## src/hdl/awcu_pkg.sv

```systemverilog
// Shared types and constants for the ack window / congestion update block.
// No dependencies; every other file in hdl/ imports this package.
`default_nettype none

package awcu_pkg;

  localparam int unsigned DATA_W           = 32;
  localparam int unsigned DIV_W            = 32;  // step squared fits in 32 bits
  localparam int unsigned STEP_W           = 16;
  localparam int unsigned DEF_WINDOW_DEPTH = 64;
  localparam int unsigned CFG_ADDR_W       = 1;

  // input modes
  localparam logic [1:0] MODE_RECORD = 2'd0;
  localparam logic [1:0] MODE_RESEND = 2'd1;
  localparam logic [1:0] MODE_ACK    = 2'd2;

  // result status
  localparam logic [2:0] ST_ADVANCED = 3'd0;
  localparam logic [2:0] ST_STALE    = 3'd1;
  localparam logic [2:0] ST_BOGUS    = 3'd2;
  localparam logic [2:0] ST_RECORDED = 3'd3;
  localparam logic [2:0] ST_REJECT   = 3'd4;

  // configuration register indexes
  localparam logic [CFG_ADDR_W-1:0] REG_SSTHRESH  = 1'b0;
  localparam logic [CFG_ADDR_W-1:0] REG_CWND_STEP = 1'b1;

  localparam logic [DATA_W-1:0] SSTHRESH_RST  = 32'd65535;
  localparam logic [STEP_W-1:0] CWND_STEP_RST = 16'd1024;
  localparam logic [DATA_W-1:0] CWND_RST      = 32'd1024;

  typedef struct packed {
    logic              start;
    logic [DIV_W-1:0]  dividend;
    logic [DATA_W-1:0] divisor;
  } awcu_div_req_t;

  typedef struct packed {
    logic             done;
    logic [DIV_W-1:0] quotient;
  } awcu_div_rsp_t;

endpackage

`default_nettype wire

```

## src/hdl/awcu_if.sv

```systemverilog
// Valid/ready stream interfaces for the input and result words.
// Depends on awcu_pkg for the field widths.
`default_nettype none

interface awcu_in_if;
  import awcu_pkg::*;
  logic              valid;
  logic              ready;
  logic [1:0]        mode;
  logic [15:0]       ack_low;
  logic [5:0]        entry_index;
  logic [DATA_W-1:0] now_time;

  modport source (output valid, mode, ack_low, entry_index, now_time, input ready);
  modport sink   (input valid, mode, ack_low, entry_index, now_time, output ready);
endinterface

interface awcu_out_if #(
  parameter int unsigned CNT_W = 7
);
  import awcu_pkg::*;
  logic              valid;
  logic              ready;
  logic [2:0]        status;
  logic [DATA_W-1:0] window_start;
  logic [CNT_W-1:0]  window_count;
  logic [DATA_W-1:0] cwnd_out;
  logic [DATA_W-1:0] rtt_out;
  logic [DATA_W-1:0] rtt_dev_out;
  logic              rtt_sampled;

  modport source (output valid, status, window_start, window_count, cwnd_out, rtt_out,
                  rtt_dev_out, rtt_sampled, input ready);
  modport sink   (input valid, status, window_start, window_count, cwnd_out, rtt_out,
                  rtt_dev_out, rtt_sampled, output ready);
endinterface

`default_nettype wire

```

## src/hdl/awcu_div.sv

```systemverilog
// Radix-2 restoring divider, one quotient bit per cycle.
// Depends on awcu_pkg (request/response structs, widths).
`default_nettype none

module awcu_div (
  input  logic                    clk_i,
  input  logic                    rst_ni,
  input  awcu_pkg::awcu_div_req_t req_i,
  output awcu_pkg::awcu_div_rsp_t rsp_o
);
  import awcu_pkg::*;

  localparam int unsigned ITER_W = $clog2(DIV_W);
  localparam logic [ITER_W-1:0] LAST_ITER = ITER_W'(DIV_W - 1);

  logic              busy_q;
  logic              done_q;
  logic [ITER_W-1:0] iter_q;
  logic [DATA_W-1:0] rem_q;
  logic [DIV_W-1:0]  quo_q;
  logic [DATA_W-1:0] dvs_q;

  logic [DATA_W:0]   shifted;
  logic [DATA_W:0]   diff;
  logic              ge;
  logic [DATA_W-1:0] rem_d;

  // partial remainder stays below the divisor, so 32 bits hold it
  assign shifted = {rem_q, quo_q[DIV_W-1]};
  assign ge      = shifted >= {1'b0, dvs_q};
  assign diff    = shifted - {1'b0, dvs_q};
  assign rem_d   = ge ? diff[DATA_W-1:0] : shifted[DATA_W-1:0];

  always_ff @(posedge clk_i or negedge rst_ni) begin
    if (!rst_ni) begin
      busy_q <= 1'b0;
      done_q <= 1'b0;
      iter_q <= '0;
    end else if (req_i.start) begin
      busy_q <= 1'b1;
      done_q <= 1'b0;
      iter_q <= '0;
    end else if (busy_q) begin
      iter_q <= iter_q + 1'b1;
      if (iter_q == LAST_ITER) begin
        busy_q <= 1'b0;
        done_q <= 1'b1;
      end
    end else begin
      done_q <= 1'b0;
    end
  end

  always_ff @(posedge clk_i) begin
    if (req_i.start) begin
      rem_q <= '0;
      quo_q <= req_i.dividend;
      dvs_q <= req_i.divisor;
    end else if (busy_q) begin
      rem_q <= rem_d;
      quo_q <= {quo_q[DIV_W-2:0], ge};
    end
  end

  assign rsp_o.done     = done_q;
  assign rsp_o.quotient = quo_q;

endmodule

`default_nettype wire

```

## src/hdl/ack_window_congestion_update.sv

```systemverilog
// Sender-side ack engine: send window, congestion window and RTT smoothing.
// Depends on awcu_pkg, awcu_if (awcu_in_if, awcu_out_if) and awcu_div.
//
// Usage:
//   in_if carries one command word (mode, ack_low, entry_index, now_time); out_if
//   returns exactly one result word per command. Configuration (slow start
//   threshold, growth step) is written through cfg_we_i/cfg_addr_i/cfg_wdata_i
//   while the block is idle.
//   One command at a time: in_if.ready is high only while idle, and comes back
//   in the cycle after the result word is taken. Record, resend, stale, bogus
//   and unused-mode commands pass from S_DECODE straight to S_OUT. A valid ack
//   runs S_CWND, S_RTT and S_ADV; when the head was not resent, the RTT and
//   deviation averages are also updated (two passes through one shared
//   multiply-by-reciprocal unit). When cwnd is at or above the threshold, the
//   32-step divider computes step squared over cwnd before the RTT update.
//   Reset empties the window, sets cwnd to 1024, clears RTT state and loads the
//   register defaults. The send-time and resent memories are not cleared; only
//   entries inside the window are read. A stalled receiver holds the result word
//   and the block stays busy until out_if.ready.
`default_nettype none

module ack_window_congestion_update_core #(
  parameter int unsigned WINDOW_DEPTH = awcu_pkg::DEF_WINDOW_DEPTH
) (
  input  logic                            clk_i,
  input  logic                            rst_ni,
  input  logic                            cfg_we_i,
  input  logic [awcu_pkg::CFG_ADDR_W-1:0] cfg_addr_i,
  input  logic [awcu_pkg::DATA_W-1:0]     cfg_wdata_i,
  awcu_in_if.sink                         in_if,
  awcu_out_if.source                      out_if
);
  import awcu_pkg::*;

  localparam int unsigned AW    = $clog2(WINDOW_DEPTH);
  localparam int unsigned CNT_W = $clog2(WINDOW_DEPTH + 1);
  localparam int unsigned SUM_W = AW + 2;
  localparam logic [CNT_W-1:0]  DEPTH_C  = CNT_W'(WINDOW_DEPTH);
  localparam logic [SUM_W-1:0]  DEPTH_S  = SUM_W'(WINDOW_DEPTH);
  localparam logic [DATA_W-1:0] HALF_SPAN = 32'h0000_8000;
  localparam logic [DATA_W-1:0] SPAN      = 32'h0001_0000;
  // floor(m/10) = (m * 0xCCCCCCCD) >> 35 for any 32-bit m
  localparam logic [DATA_W-1:0] RECIP10   = 32'hCCCC_CCCD;

  localparam logic [3:0] S_IDLE     = 4'd0;
  localparam logic [3:0] S_DECODE   = 4'd1;
  localparam logic [3:0] S_CWND     = 4'd2;
  localparam logic [3:0] S_CWND_DIV = 4'd3;
  localparam logic [3:0] S_RTT      = 4'd4;
  localparam logic [3:0] S_RTT_DEV  = 4'd5;
  localparam logic [3:0] S_RTT_MUL  = 4'd6;
  localparam logic [3:0] S_RTT_FIX  = 4'd7;
  localparam logic [3:0] S_DEV_MUL  = 4'd8;
  localparam logic [3:0] S_DEV_FIX  = 4'd9;
  localparam logic [3:0] S_ADV      = 4'd10;
  localparam logic [3:0] S_OUT      = 4'd11;

  function automatic logic [DATA_W-1:0] sat_add(input logic [DATA_W-1:0] a,
                                                input logic [DATA_W-1:0] b);
    logic [DATA_W:0] s;
    s = {1'b0, a} + {1'b0, b};
    return s[DATA_W] ? '1 : s[DATA_W-1:0];
  endfunction

  // (9*old + smp)/10 = old + (smp - old)/10; returns {smp >= old, m} where the
  // multiply operand m is smp - old, or old - smp - 1 so the tenth rounds down
  function automatic logic [DATA_W:0] avg_prep(input logic [DATA_W-1:0] old_v,
                                               input logic [DATA_W-1:0] smp);
    logic [DATA_W-1:0] diff;
    diff = smp - old_v;
    return (smp >= old_v) ? {1'b1, diff} : {1'b0, ~diff};
  endfunction

  // control state
  logic [3:0]        state_q, state_d;
  logic [DATA_W-1:0] ssthresh_q;
  logic [STEP_W-1:0] step_q;
  logic [DATA_W-1:0] win_start_q, win_start_d;
  logic [CNT_W-1:0]  win_count_q, win_count_d;
  logic [AW-1:0]     head_q, head_d;
  logic [DATA_W-1:0] cwnd_q, cwnd_d;
  logic [DATA_W-1:0] rtt_q, rtt_d;
  logic [DATA_W-1:0] dev_q, dev_d;
  logic [2:0]        status_q, status_d;
  logic              sampled_q, sampled_d;

  // payload and scratch
  logic [1:0]        mode_q;
  logic [15:0]       ack_low_q;
  logic [5:0]        idx_q;
  logic [DATA_W-1:0] now_q;
  logic [CNT_W-1:0]  adv_q, adv_d;
  logic [DATA_W-1:0] sample_q, sample_d;
  logic [DATA_W-1:0] absdev_q, absdev_d;

  // shared averaging unit
  logic                avg_up_q, avg_up_d;
  logic [DATA_W-1:0]   avg_m_q, avg_m_d;
  logic [2*DATA_W-1:0] prod_d, prod_q;
  logic [DATA_W-1:0]   tenth;
  logic [2*STEP_W-1:0] step_sq;

  // window memories
  logic [DATA_W-1:0] times_mem [WINDOW_DEPTH];
  logic              marks_mem [WINDOW_DEPTH];
  logic [DATA_W-1:0] time_rd_q;
  logic              mark_rd_q;
  logic              we_time, we_mark, wmark;
  logic [AW-1:0]     waddr;

  awcu_div_req_t div_req;
  awcu_div_rsp_t div_rsp;

  logic              in_fire;
  logic [SUM_W-1:0]  tail_sum, idx_sum, head_sum;
  logic [AW-1:0]     tail_slot, idx_slot, head_next;
  logic [DATA_W-1:0] ack_pos, dist_fwd, dist_back, rel;
  logic              stale, bogus;

  assign in_fire = in_if.valid && in_if.ready;

  assign step_sq = {{STEP_W{1'b0}}, step_q} * {{STEP_W{1'b0}}, step_q};
  assign prod_d  = {{DATA_W{1'b0}}, avg_m_q} * {{DATA_W{1'b0}}, RECIP10};
  assign tenth   = {3'b000, prod_q[2*DATA_W-1:DATA_W+3]};

  // circular slot arithmetic: operands stay below twice the depth
  assign tail_sum  = SUM_W'(head_q) + SUM_W'(win_count_q);
  assign tail_slot = (tail_sum >= DEPTH_S) ? AW'(tail_sum - DEPTH_S) : AW'(tail_sum);
  assign idx_sum   = SUM_W'(head_q) + SUM_W'(idx_q);
  assign idx_slot  = (idx_sum >= DEPTH_S) ? AW'(idx_sum - DEPTH_S) : AW'(idx_sum);
  assign head_sum  = SUM_W'(head_q) + SUM_W'(adv_q);
  assign head_next = (head_sum >= DEPTH_S) ? AW'(head_sum - DEPTH_S) : AW'(head_sum);

  // extend the 16-bit ack around the window start
  assign ack_pos   = {win_start_q[31:16], ack_low_q};
  assign dist_fwd  = ack_pos - win_start_q;
  assign dist_back = win_start_q - ack_pos;
  always_comb begin
    if ($signed(dist_back) > $signed(HALF_SPAN)) begin
      rel = dist_fwd + SPAN;
    end else if ($signed(dist_fwd) > $signed(HALF_SPAN)) begin
      rel = dist_fwd - SPAN;
    end else begin
      rel = dist_fwd;
    end
  end
  assign stale = rel[DATA_W-1] || (rel == '0);
  assign bogus = rel > DATA_W'(win_count_q);

  always_comb begin
    state_d     = state_q;
    win_start_d = win_start_q;
    win_count_d = win_count_q;
    head_d      = head_q;
    cwnd_d      = cwnd_q;
    rtt_d       = rtt_q;
    dev_d       = dev_q;
    status_d    = status_q;
    sampled_d   = sampled_q;
    adv_d       = adv_q;
    sample_d    = sample_q;
    absdev_d    = absdev_q;
    avg_up_d    = avg_up_q;
    avg_m_d     = avg_m_q;
    we_time     = 1'b0;
    we_mark     = 1'b0;
    wmark       = 1'b0;
    waddr       = tail_slot;
    div_req     = '0;

    unique case (state_q)
      S_IDLE: begin
        if (in_if.valid) begin
          state_d = S_DECODE;
        end
      end
      S_DECODE: begin
        state_d   = S_OUT;
        status_d  = ST_REJECT;
        sampled_d = 1'b0;
        unique case (mode_q)
          MODE_RECORD: begin
            if (win_count_q < DEPTH_C) begin
              we_time     = 1'b1;
              we_mark     = 1'b1;
              win_count_d = win_count_q + 1'b1;
              status_d    = ST_RECORDED;
            end
          end
          MODE_RESEND: begin
            if (DATA_W'(idx_q) < DATA_W'(win_count_q)) begin
              we_mark  = 1'b1;
              wmark    = 1'b1;
              waddr    = idx_slot;
              status_d = ST_RECORDED;
            end
          end
          MODE_ACK: begin
            if (stale) begin
              status_d = ST_STALE;
            end else if (bogus) begin
              status_d = ST_BOGUS;
            end else begin
              adv_d   = rel[CNT_W-1:0];
              state_d = S_CWND;
            end
          end
          default: ;
        endcase
      end
      S_CWND: begin
        if (cwnd_q < ssthresh_q) begin
          cwnd_d  = sat_add(cwnd_q, DATA_W'(step_q));
          state_d = S_RTT;
        end else begin
          div_req.start    = 1'b1;
          div_req.dividend = DIV_W'(step_sq);
          div_req.divisor  = (cwnd_q == '0) ? DATA_W'(1) : cwnd_q;
          state_d          = S_CWND_DIV;
        end
      end
      S_CWND_DIV: begin
        if (div_rsp.done) begin
          cwnd_d  = sat_add(cwnd_q, div_rsp.quotient[DATA_W-1:0]);
          state_d = S_RTT;
        end
      end
      S_RTT: begin
        if (mark_rd_q) begin
          state_d = S_ADV;
        end else begin
          sample_d = now_q - time_rd_q;
          state_d  = S_RTT_DEV;
        end
      end
      S_RTT_DEV: begin
        absdev_d            = (sample_q >= rtt_q) ? sample_q - rtt_q : rtt_q - sample_q;
        {avg_up_d, avg_m_d} = avg_prep(rtt_q, sample_q);
        state_d             = S_RTT_MUL;
      end
      S_RTT_MUL: state_d = S_RTT_FIX;
      S_RTT_FIX: begin
        rtt_d               = avg_up_q ? rtt_q + tenth : rtt_q + ~tenth;
        {avg_up_d, avg_m_d} = avg_prep(dev_q, absdev_q);
        state_d             = S_DEV_MUL;
      end
      S_DEV_MUL: state_d = S_DEV_FIX;
      S_DEV_FIX: begin
        dev_d     = avg_up_q ? dev_q + tenth : dev_q + ~tenth;
        sampled_d = 1'b1;
        state_d   = S_ADV;
      end
      S_ADV: begin
        head_d      = head_next;
        win_start_d = win_start_q + DATA_W'(adv_q);
        win_count_d = win_count_q - adv_q;
        status_d    = ST_ADVANCED;
        state_d     = S_OUT;
      end
      S_OUT: begin
        if (out_if.ready) begin
          state_d = S_IDLE;
        end
      end
      default: state_d = S_IDLE;
    endcase
  end

  always_ff @(posedge clk_i or negedge rst_ni) begin
    if (!rst_ni) begin
      state_q     <= S_IDLE;
      ssthresh_q  <= SSTHRESH_RST;
      step_q      <= CWND_STEP_RST;
      win_start_q <= '0;
      win_count_q <= '0;
      head_q      <= '0;
      cwnd_q      <= CWND_RST;
      rtt_q       <= '0;
      dev_q       <= '0;
      status_q    <= ST_REJECT;
      sampled_q   <= 1'b0;
    end else begin
      state_q     <= state_d;
      win_start_q <= win_start_d;
      win_count_q <= win_count_d;
      head_q      <= head_d;
      cwnd_q      <= cwnd_d;
      rtt_q       <= rtt_d;
      dev_q       <= dev_d;
      status_q    <= status_d;
      sampled_q   <= sampled_d;
      if (cfg_we_i) begin
        unique case (cfg_addr_i)
          REG_SSTHRESH:  ssthresh_q <= cfg_wdata_i;
          REG_CWND_STEP: step_q     <= cfg_wdata_i[STEP_W-1:0];
          default: ;
        endcase
      end
    end
  end

  always_ff @(posedge clk_i) begin
    if (in_fire) begin
      mode_q    <= in_if.mode;
      ack_low_q <= in_if.ack_low;
      idx_q     <= in_if.entry_index;
      now_q     <= in_if.now_time;
    end
    adv_q    <= adv_d;
    sample_q <= sample_d;
    absdev_q <= absdev_d;
    avg_up_q <= avg_up_d;
    avg_m_q  <= avg_m_d;
    prod_q   <= prod_d;
  end

  // head entry is read every cycle; head only moves at the end of an ack
  always_ff @(posedge clk_i) begin
    if (we_time) begin
      times_mem[waddr] <= now_q;
    end
    if (we_mark) begin
      marks_mem[waddr] <= wmark;
    end
    time_rd_q <= times_mem[head_q];
    mark_rd_q <= marks_mem[head_q];
  end

  awcu_div u_div (
    .clk_i  (clk_i),
    .rst_ni (rst_ni),
    .req_i  (div_req),
    .rsp_o  (div_rsp)
  );

  assign in_if.ready         = (state_q == S_IDLE);
  assign out_if.valid        = (state_q == S_OUT);
  assign out_if.status       = status_q;
  assign out_if.window_start = win_start_q;
  assign out_if.window_count = win_count_q;
  assign out_if.cwnd_out     = cwnd_q;
  assign out_if.rtt_out      = rtt_q;
  assign out_if.rtt_dev_out  = dev_q;
  assign out_if.rtt_sampled  = sampled_q;

`ifndef SYNTH
  a_count_bound: assert property (@(posedge clk_i) disable iff (!rst_ni)
    win_count_q <= DEPTH_C)
    else $error("window count above depth");

  a_one_at_a_time: assert property (@(posedge clk_i) disable iff (!rst_ni)
    !(in_if.ready && out_if.valid))
    else $error("input taken while a result is pending");

  a_sample_on_advance: assert property (@(posedge clk_i) disable iff (!rst_ni)
    out_if.valid && out_if.rtt_sampled |-> out_if.status == ST_ADVANCED)
    else $error("rtt sampled without window advance");

  a_div_done_waited: assert property (@(posedge clk_i) disable iff (!rst_ni)
    div_rsp.done |-> state_q == S_CWND_DIV)
    else $error("divider finished outside a wait state");

  a_advance_shrinks: assert property (@(posedge clk_i) disable iff (!rst_ni)
    state_q == S_ADV |=> win_count_q <= $past(win_count_q))
    else $error("ack grew the window");
`endif

endmodule

`default_nettype wire

```

## src/flat_wrapper.sv

```systemverilog
// flat-port wrapper written by rule: the top's interface ports become plain ports
module ack_window_congestion_update_core_flat import awcu_pkg::*;
#(
  parameter int unsigned WINDOW_DEPTH = awcu_pkg::DEF_WINDOW_DEPTH
)
  (clk_i, rst_ni, cfg_we_i, cfg_addr_i, cfg_wdata_i, in_if_valid, in_if_mode, in_if_ack_low, in_if_entry_index, in_if_now_time, in_if_ready, out_if_valid, out_if_status, out_if_window_start, out_if_window_count, out_if_cwnd_out, out_if_rtt_out, out_if_rtt_dev_out, out_if_rtt_sampled, out_if_ready);
  awcu_in_if in_if_i ();
  awcu_out_if #(.CNT_W(($clog2(WINDOW_DEPTH + 1)))) out_if_i ();
  input  logic clk_i;
  input  logic rst_ni;
  input  logic cfg_we_i;
  input  logic [awcu_pkg::CFG_ADDR_W-1:0] cfg_addr_i;
  input  logic [awcu_pkg::DATA_W-1:0] cfg_wdata_i;
  input wire logic [$bits(in_if_i.valid)-1:0] in_if_valid;
  input wire logic [$bits(in_if_i.mode)-1:0] in_if_mode;
  input wire logic [$bits(in_if_i.ack_low)-1:0] in_if_ack_low;
  input wire logic [$bits(in_if_i.entry_index)-1:0] in_if_entry_index;
  input wire logic [$bits(in_if_i.now_time)-1:0] in_if_now_time;
  output wire logic [$bits(in_if_i.ready)-1:0] in_if_ready;
  output wire logic [$bits(out_if_i.valid)-1:0] out_if_valid;
  output wire logic [$bits(out_if_i.status)-1:0] out_if_status;
  output wire logic [$bits(out_if_i.window_start)-1:0] out_if_window_start;
  output wire logic [$bits(out_if_i.window_count)-1:0] out_if_window_count;
  output wire logic [$bits(out_if_i.cwnd_out)-1:0] out_if_cwnd_out;
  output wire logic [$bits(out_if_i.rtt_out)-1:0] out_if_rtt_out;
  output wire logic [$bits(out_if_i.rtt_dev_out)-1:0] out_if_rtt_dev_out;
  output wire logic [$bits(out_if_i.rtt_sampled)-1:0] out_if_rtt_sampled;
  input wire logic [$bits(out_if_i.ready)-1:0] out_if_ready;
  assign in_if_i.valid = in_if_valid;
  assign in_if_i.mode = in_if_mode;
  assign in_if_i.ack_low = in_if_ack_low;
  assign in_if_i.entry_index = in_if_entry_index;
  assign in_if_i.now_time = in_if_now_time;
  assign in_if_ready = in_if_i.ready;
  assign out_if_valid = out_if_i.valid;
  assign out_if_status = out_if_i.status;
  assign out_if_window_start = out_if_i.window_start;
  assign out_if_window_count = out_if_i.window_count;
  assign out_if_cwnd_out = out_if_i.cwnd_out;
  assign out_if_rtt_out = out_if_i.rtt_out;
  assign out_if_rtt_dev_out = out_if_i.rtt_dev_out;
  assign out_if_rtt_sampled = out_if_i.rtt_sampled;
  assign out_if_i.ready = out_if_ready;
  ack_window_congestion_update_core #(.WINDOW_DEPTH(WINDOW_DEPTH)) u_core (.clk_i(clk_i), .rst_ni(rst_ni), .cfg_we_i(cfg_we_i), .cfg_addr_i(cfg_addr_i), .cfg_wdata_i(cfg_wdata_i), .in_if(in_if_i), .out_if(out_if_i));
endmodule
```

## config.mk

```make
export PLATFORM = sky130hd
export DESIGN_NAME = ack_window_congestion_update_core_flat
export DESIGN_NICKNAME = d
export VERILOG_FILES = /design/src/hdl/awcu_pkg.sv /design/src/hdl/awcu_if.sv /design/src/hdl/awcu_div.sv /design/src/hdl/ack_window_congestion_update.sv /design/src/flat_wrapper.sv
export SDC_FILE = /design/constraint.sdc
export NUM_CORES = 2
export LEC_CHECK = 0
export BUFFER_PORTS_ARGS = -buffer_cell sky130_fd_sc_hd__buf_2
export CORE_MARGIN = 3
export CORE_UTILIZATION = 50
export DETAILED_ROUTE_END_ITERATION = 12
export PLACE_DENSITY_LB_ADDON = 0.12
export SLEW_MARGIN = 30
export SYNTH_ARGS = -nofsm -noshare
export SYNTH_HDL_FRONTEND = slang
export SYNTH_SLANG_ARGS = --single-unit
export TNS_END_PERCENT = 30
```

## constraint.sdc

```tcl
create_clock -name clk_i -period 8.4 [get_ports clk_i]
set_input_delay 1.68 -clock clk_i [delete_from_list [all_inputs] [get_ports clk_i]]
set_output_delay 1.68 -clock clk_i [all_outputs]
set_load 0.005 [all_outputs]
```

==> metrics.txt <==
# TYPE chip_impl_metric gauge
chip_impl_info{name="commonest_non_fill_non_tap_cell_in_the_layout",value="sky130_fd_sc_hd__edfxtp_1"} 1
chip_impl_metric{name="row_count",unit=""} 193
chip_impl_metric{name="antenna_found_initial",unit=""} 26
chip_impl_metric{name="num_cts_buffers",unit=""} 291
chip_impl_metric{name="cts_num_sinks",unit=""} 2634
chip_impl_metric{name="clock_path_buffers",unit=""} 4
chip_impl_metric{name="critical_path_required",unit="ps"} 9180
chip_impl_metric{name="syn-num-nets",unit=""} 11070
chip_impl_metric{name="globalRouteTotalUtil",unit="%"} 27.54
chip_impl_metric{name="nFillCells",unit=""} 22030
chip_impl_metric{name="count_of_flip_flops_with_a_built_in_enable_after_synthesis",unit=""} 2336
chip_impl_metric{name="critPathArrivalTime",unit="ps"} 8700
chip_impl_metric{name="asr_flop_ratio_synth",unit="%"} 7.745
chip_impl_metric{name="number_of_flip_flops_in_the_largest_register",unit=""} 2048
chip_impl_info{name="synth_flop_cell",value="sky130_fd_sc_hd__edfxtp_1"} 1
chip_impl_metric{name="dp_cells",unit=""} 13410
chip_impl_metric{name="synth_warnings",unit=""} 0
chip_impl_metric{name="ys_seq_elements",unit=""} 2634
chip_impl_metric{name="layoutNonFillerInstCount",unit=""} 13940
chip_impl_metric{name="final_layout_size_suffix_gt1_share",unit="%"} 16.92
chip_impl_metric{name="hold_depth",unit=""} 1
chip_impl_metric{name="final.min_clock_period",unit="ps"} 7918
chip_impl_metric{name="r2r.worst_path.cells",unit=""} 27
chip_impl_metric{name="drt-pass1-iter-count",unit=""} 6
chip_impl_info{name="status",value="complete, no violations"} 1
chip_impl_metric{name="finalSetupViolations",unit=""} 0
chip_impl_metric{name="drc",unit=""} 0
chip_impl_metric{name="overflow",unit=""} 0
chip_impl_metric{name="cts-htree-levels",unit=""} 5
chip_impl_metric{name="maximum_number_of_pins_on_one_net_before_global_route_repair",unit=""} 138
chip_impl_metric{name="slew_of_the_pin_with_the_lowest_slew_margin",unit="ps"} 1018
chip_impl_info{name="synth_area_leader_cell",value="sky130_fd_sc_hd__edfxtp_1"} 1
chip_impl_metric{name="cts_post_setup_buffers_inserted",unit=""} 0
chip_impl_metric{name="max_freq",unit="GHz"} 0.1263
chip_impl_metric{name="die_h",unit="um"} 535.5
chip_impl_info{name="ys_top_cells_by_area",value="sky130_fd_sc_hd__edfxtp_1, sky130_fd_sc_hd__mux4_2, sky130_fd_sc_hd__fa_1"} 1
chip_impl_metric{name="port-buffer-count",unit=""} 234
chip_impl_metric{name="syn_area_per_cell",unit="um2"} 14.65
chip_impl_metric{name="gp_routability_congestion",unit=""} 0.9416
chip_impl_metric{name="design.portCount",unit=""} 235
chip_impl_metric{name="clkLatencyLatePin",unit="ps"} 910
chip_impl_info{name="critical_path.most_common_cell",value="sky130_fd_sc_hd__fa_1"} 1
chip_impl_metric{name="fin_setup_tns",unit="ps"} 0
chip_impl_metric{name="wirelength",unit="mm"} 394.0
chip_impl_metric{name="die-area",unit="um2"} 286800
chip_impl_info{name="cts_tree",value="done"} 1
chip_impl_info{name="final_cell_mix",value="sky130_fd_sc_hd__edfxtp_1, sky130_fd_sc_hd__inv_1, sky130_fd_sc_hd__ha_1"} 1
chip_impl_metric{name="final_net_count",unit=""} 11500
chip_impl_metric{name="grt_pass1_wl",unit="mm"} 579.6
chip_impl_metric{name="netlist-cell-type-count",unit=""} 91
chip_impl_metric{name="detailroute.via_count",unit=""} 82370
chip_impl_metric{name="worstPathMaxFanout",unit=""} 5
chip_impl_info{name="cts.root.buffer_cell",value="sky130_fd_sc_hd__clkbuf_16"} 1
chip_impl_metric{name="clk_transition_reported_paths",unit="ps"} 60
chip_impl_metric{name="timing.final.hold_violations",unit=""} 0
chip_impl_info{name="worst_setup_path_start_kind",value="flip-flop"} 1
chip_impl_info{name="cp_slowest_cell",value="sky130_fd_sc_hd__fa_1"} 1
chip_impl_info{name="largest_register",value="u_core.times_mem"} 1
chip_impl_metric{name="area_growth",unit="%"} 11.62
chip_impl_metric{name="effective_utilization_at_floorplan",unit="%"} 50.48
chip_impl_metric{name="slew_headroom",unit="%"} 31.98
chip_impl_metric{name="coreArea",unit="um2"} 277700
chip_impl_metric{name="dieWidth",unit="um"} 535.5
chip_impl_info{name="worst_hold_path_type",value="flip-flop to flip-flop"} 1
chip_impl_metric{name="final_min_period_over_clock_period",unit="%"} 94.27
chip_impl_metric{name="dr.first_iter.drc_count",unit=""} 8424
chip_impl_metric{name="syn_inst",unit=""} 9569
chip_impl_metric{name="synthDominantCellAreaShare",unit="%"} 50.04
chip_impl_info{name="timing.critical_path.to_type",value="flip-flop"} 1
chip_impl_metric{name="viasPerCell",unit=""} 5.909
chip_impl_metric{name="dp_wirelength",unit="mm"} 268.9
chip_impl_info{name="reg.largest.list",value="u_core.times_mem (2048), u_core.marks_mem (64)"} 1
chip_impl_metric{name="core_utilization_of_the_finished_layout",unit="%"} 56.35
chip_impl_metric{name="cpPeakStageDelay",unit="ps"} 550
chip_impl_metric{name="max_cap_violations",unit=""} 0
chip_impl_info{name="rsz_0062_raised_after_global_routing",value="no"} 1
chip_impl_metric{name="timing.clock.skew",unit="ps"} 81.45
chip_impl_metric{name="report.final.slew_viol_count",unit=""} 0
chip_impl_metric{name="synth-seq-area-share",unit="%"} 55.04
chip_impl_metric{name="routed_wire_length_per_instance",unit="um"} 28.26
chip_impl_metric{name="route.antenna.remaining_nets",unit=""} 0
chip_impl_metric{name="syn-cell-area",unit="um2"} 140200
chip_impl_metric{name="first_global_vias",unit=""} 84010
chip_impl_info{name="timing_worst_setup_path_type",value="flip-flop to flip-flop"} 1
[routing by layer]
metal	GRT usage [%]	wire, um	share of wire, %	vias up
li1	-	-	-	35950
met1	40.30	170000	43	43030
met2	44.56	190000	48	2900
met3	3.479	25110	6.4	482
met4	5.991	8828	2.2	8
met5	0	49	0.012	-
[final cells by class]
cell class                 count  area [um2]  share of cell area [%]
antenna                        7       17.52                 0.01119
clock buffer                 369        7770                   4.966
clock inverter               154        1555                  0.9939
inverter                    1239        4651                   2.972
multi-input combinational   5384       57790                   36.93
sequential                  2634       77180                   49.32
tap                         3705        4636                   2.963
timing repair buffer         448        2882                   1.841
[kinds of logic after synthesis]
| logic type | after synthesis | synth area share (%) |
|---|---|---|
| and+or+nand+nor | 1455 | 4.802 |
| muxes | 749 | 11.49 |
| xor gates and xnor gates | 435 | 2.718 |
| AOI/OAI and AO/OA | 1339 | 6.046 |
| buffers and inverters | 1551 | 4.171 |
| DFF | 2634 | 55.04 |
| adders and majority gates | 1406 | 15.74 |
[final timing paths]
path | start | end | slack, ps
max in group asynchronous | rst_ni | u_core.out_if.cwnd_out[2] | 6520
hold reg to reg | u_core.out_if.window_start[31] | u_core.out_if.window_start[31] | 470
setup reg to reg | u_core.avg_m_q[7] | u_core.prod_q[57] | 480
hold / removal | u_core.out_if.window_start[31] | u_core.out_if.window_start[31] | 470
setup / recovery | u_core.avg_m_q[7] | u_core.prod_q[57] | 480
min in group asynchronous | rst_ni | u_core.out_if.window_count[5] | 650
[per-stage QoR]
stage	setup slack, ps	area, um2	hold slack, ps
6_report	481.5	156500	472.5
5_1_grt	47.80	156500	488.5
4_1_cts	333.4	156400	471.2
3_5_place_dp	355.8	147100	458.7
3_3_place_gp	520.4	147100	455.4
2_1_floorplan	1273	140200	445.5
[critical path: cells and delay by family, from the launching register on]
kind	cells	cell delay [ps]
buf+inv	7	730
simple gates	2	310
compound gates	8	1990
fa+ha+maj	9	4140
xor+xnor	1	130
flops	1	510
[what timing repair did]
action	CTS	global route
setup endpoints to repair	0	3
hold buffers	0	0
gates resized for setup	0	2
[synthesized netlist by cell type (11+ instances only)]
library cell                  n
sky130_fd_sc_hd__a221oi_1    15
sky130_fd_sc_hd__or2_2       13
sky130_fd_sc_hd__xnor2_1    306
sky130_fd_sc_hd__dfstp_2     19
sky130_fd_sc_hd__edfxtp_1  2336
sky130_fd_sc_hd__o21ai_0    311
sky130_fd_sc_hd__nor2b_1     55
sky130_fd_sc_hd__inv_1     1237
sky130_fd_sc_hd__o31a_1      14
sky130_fd_sc_hd__nand3_1     87
sky130_fd_sc_hd__o22ai_1     15
sky130_fd_sc_hd__nand2b_1    71
sky130_fd_sc_hd__fa_1       596
sky130_fd_sc_hd__mux4_2     685
sky130_fd_sc_hd__a31oi_1     33
sky130_fd_sc_hd__o211ai_1    24
sky130_fd_sc_hd__or4_1       11
sky130_fd_sc_hd__mux2_2      28
sky130_fd_sc_hd__ha_1       810
sky130_fd_sc_hd__buf_1       77
sky130_fd_sc_hd__or3_1       18
sky130_fd_sc_hd__o31ai_1     23
sky130_fd_sc_hd__a211o_1     18
sky130_fd_sc_hd__and2_1     106
sky130_fd_sc_hd__nor3_1      78
sky130_fd_sc_hd__and3_1      37
sky130_fd_sc_hd__a211oi_1    53
sky130_fd_sc_hd__nand3b_1    12
sky130_fd_sc_hd__mux2i_1     35
sky130_fd_sc_hd__buf_2       20
sky130_fd_sc_hd__dfrtp_1    185
sky130_fd_sc_hd__o21ai_1     47
sky130_fd_sc_hd__nand2_1    411
sky130_fd_sc_hd__xor2_1     129
sky130_fd_sc_hd__dfxtp_1     94
sky130_fd_sc_hd__clkbuf_1   215
sky130_fd_sc_hd__o21bai_1    27
sky130_fd_sc_hd__nand4_1     49
sky130_fd_sc_hd__o21a_1      70
sky130_fd_sc_hd__a21o_1     169
sky130_fd_sc_hd__nor2_1     476
sky130_fd_sc_hd__a21oi_1    383
sky130_fd_sc_hd__nor4_1      17
Power is not shown: default switching activity piles up to over one toggle a cycle in this logic, so the estimate is an artifact.
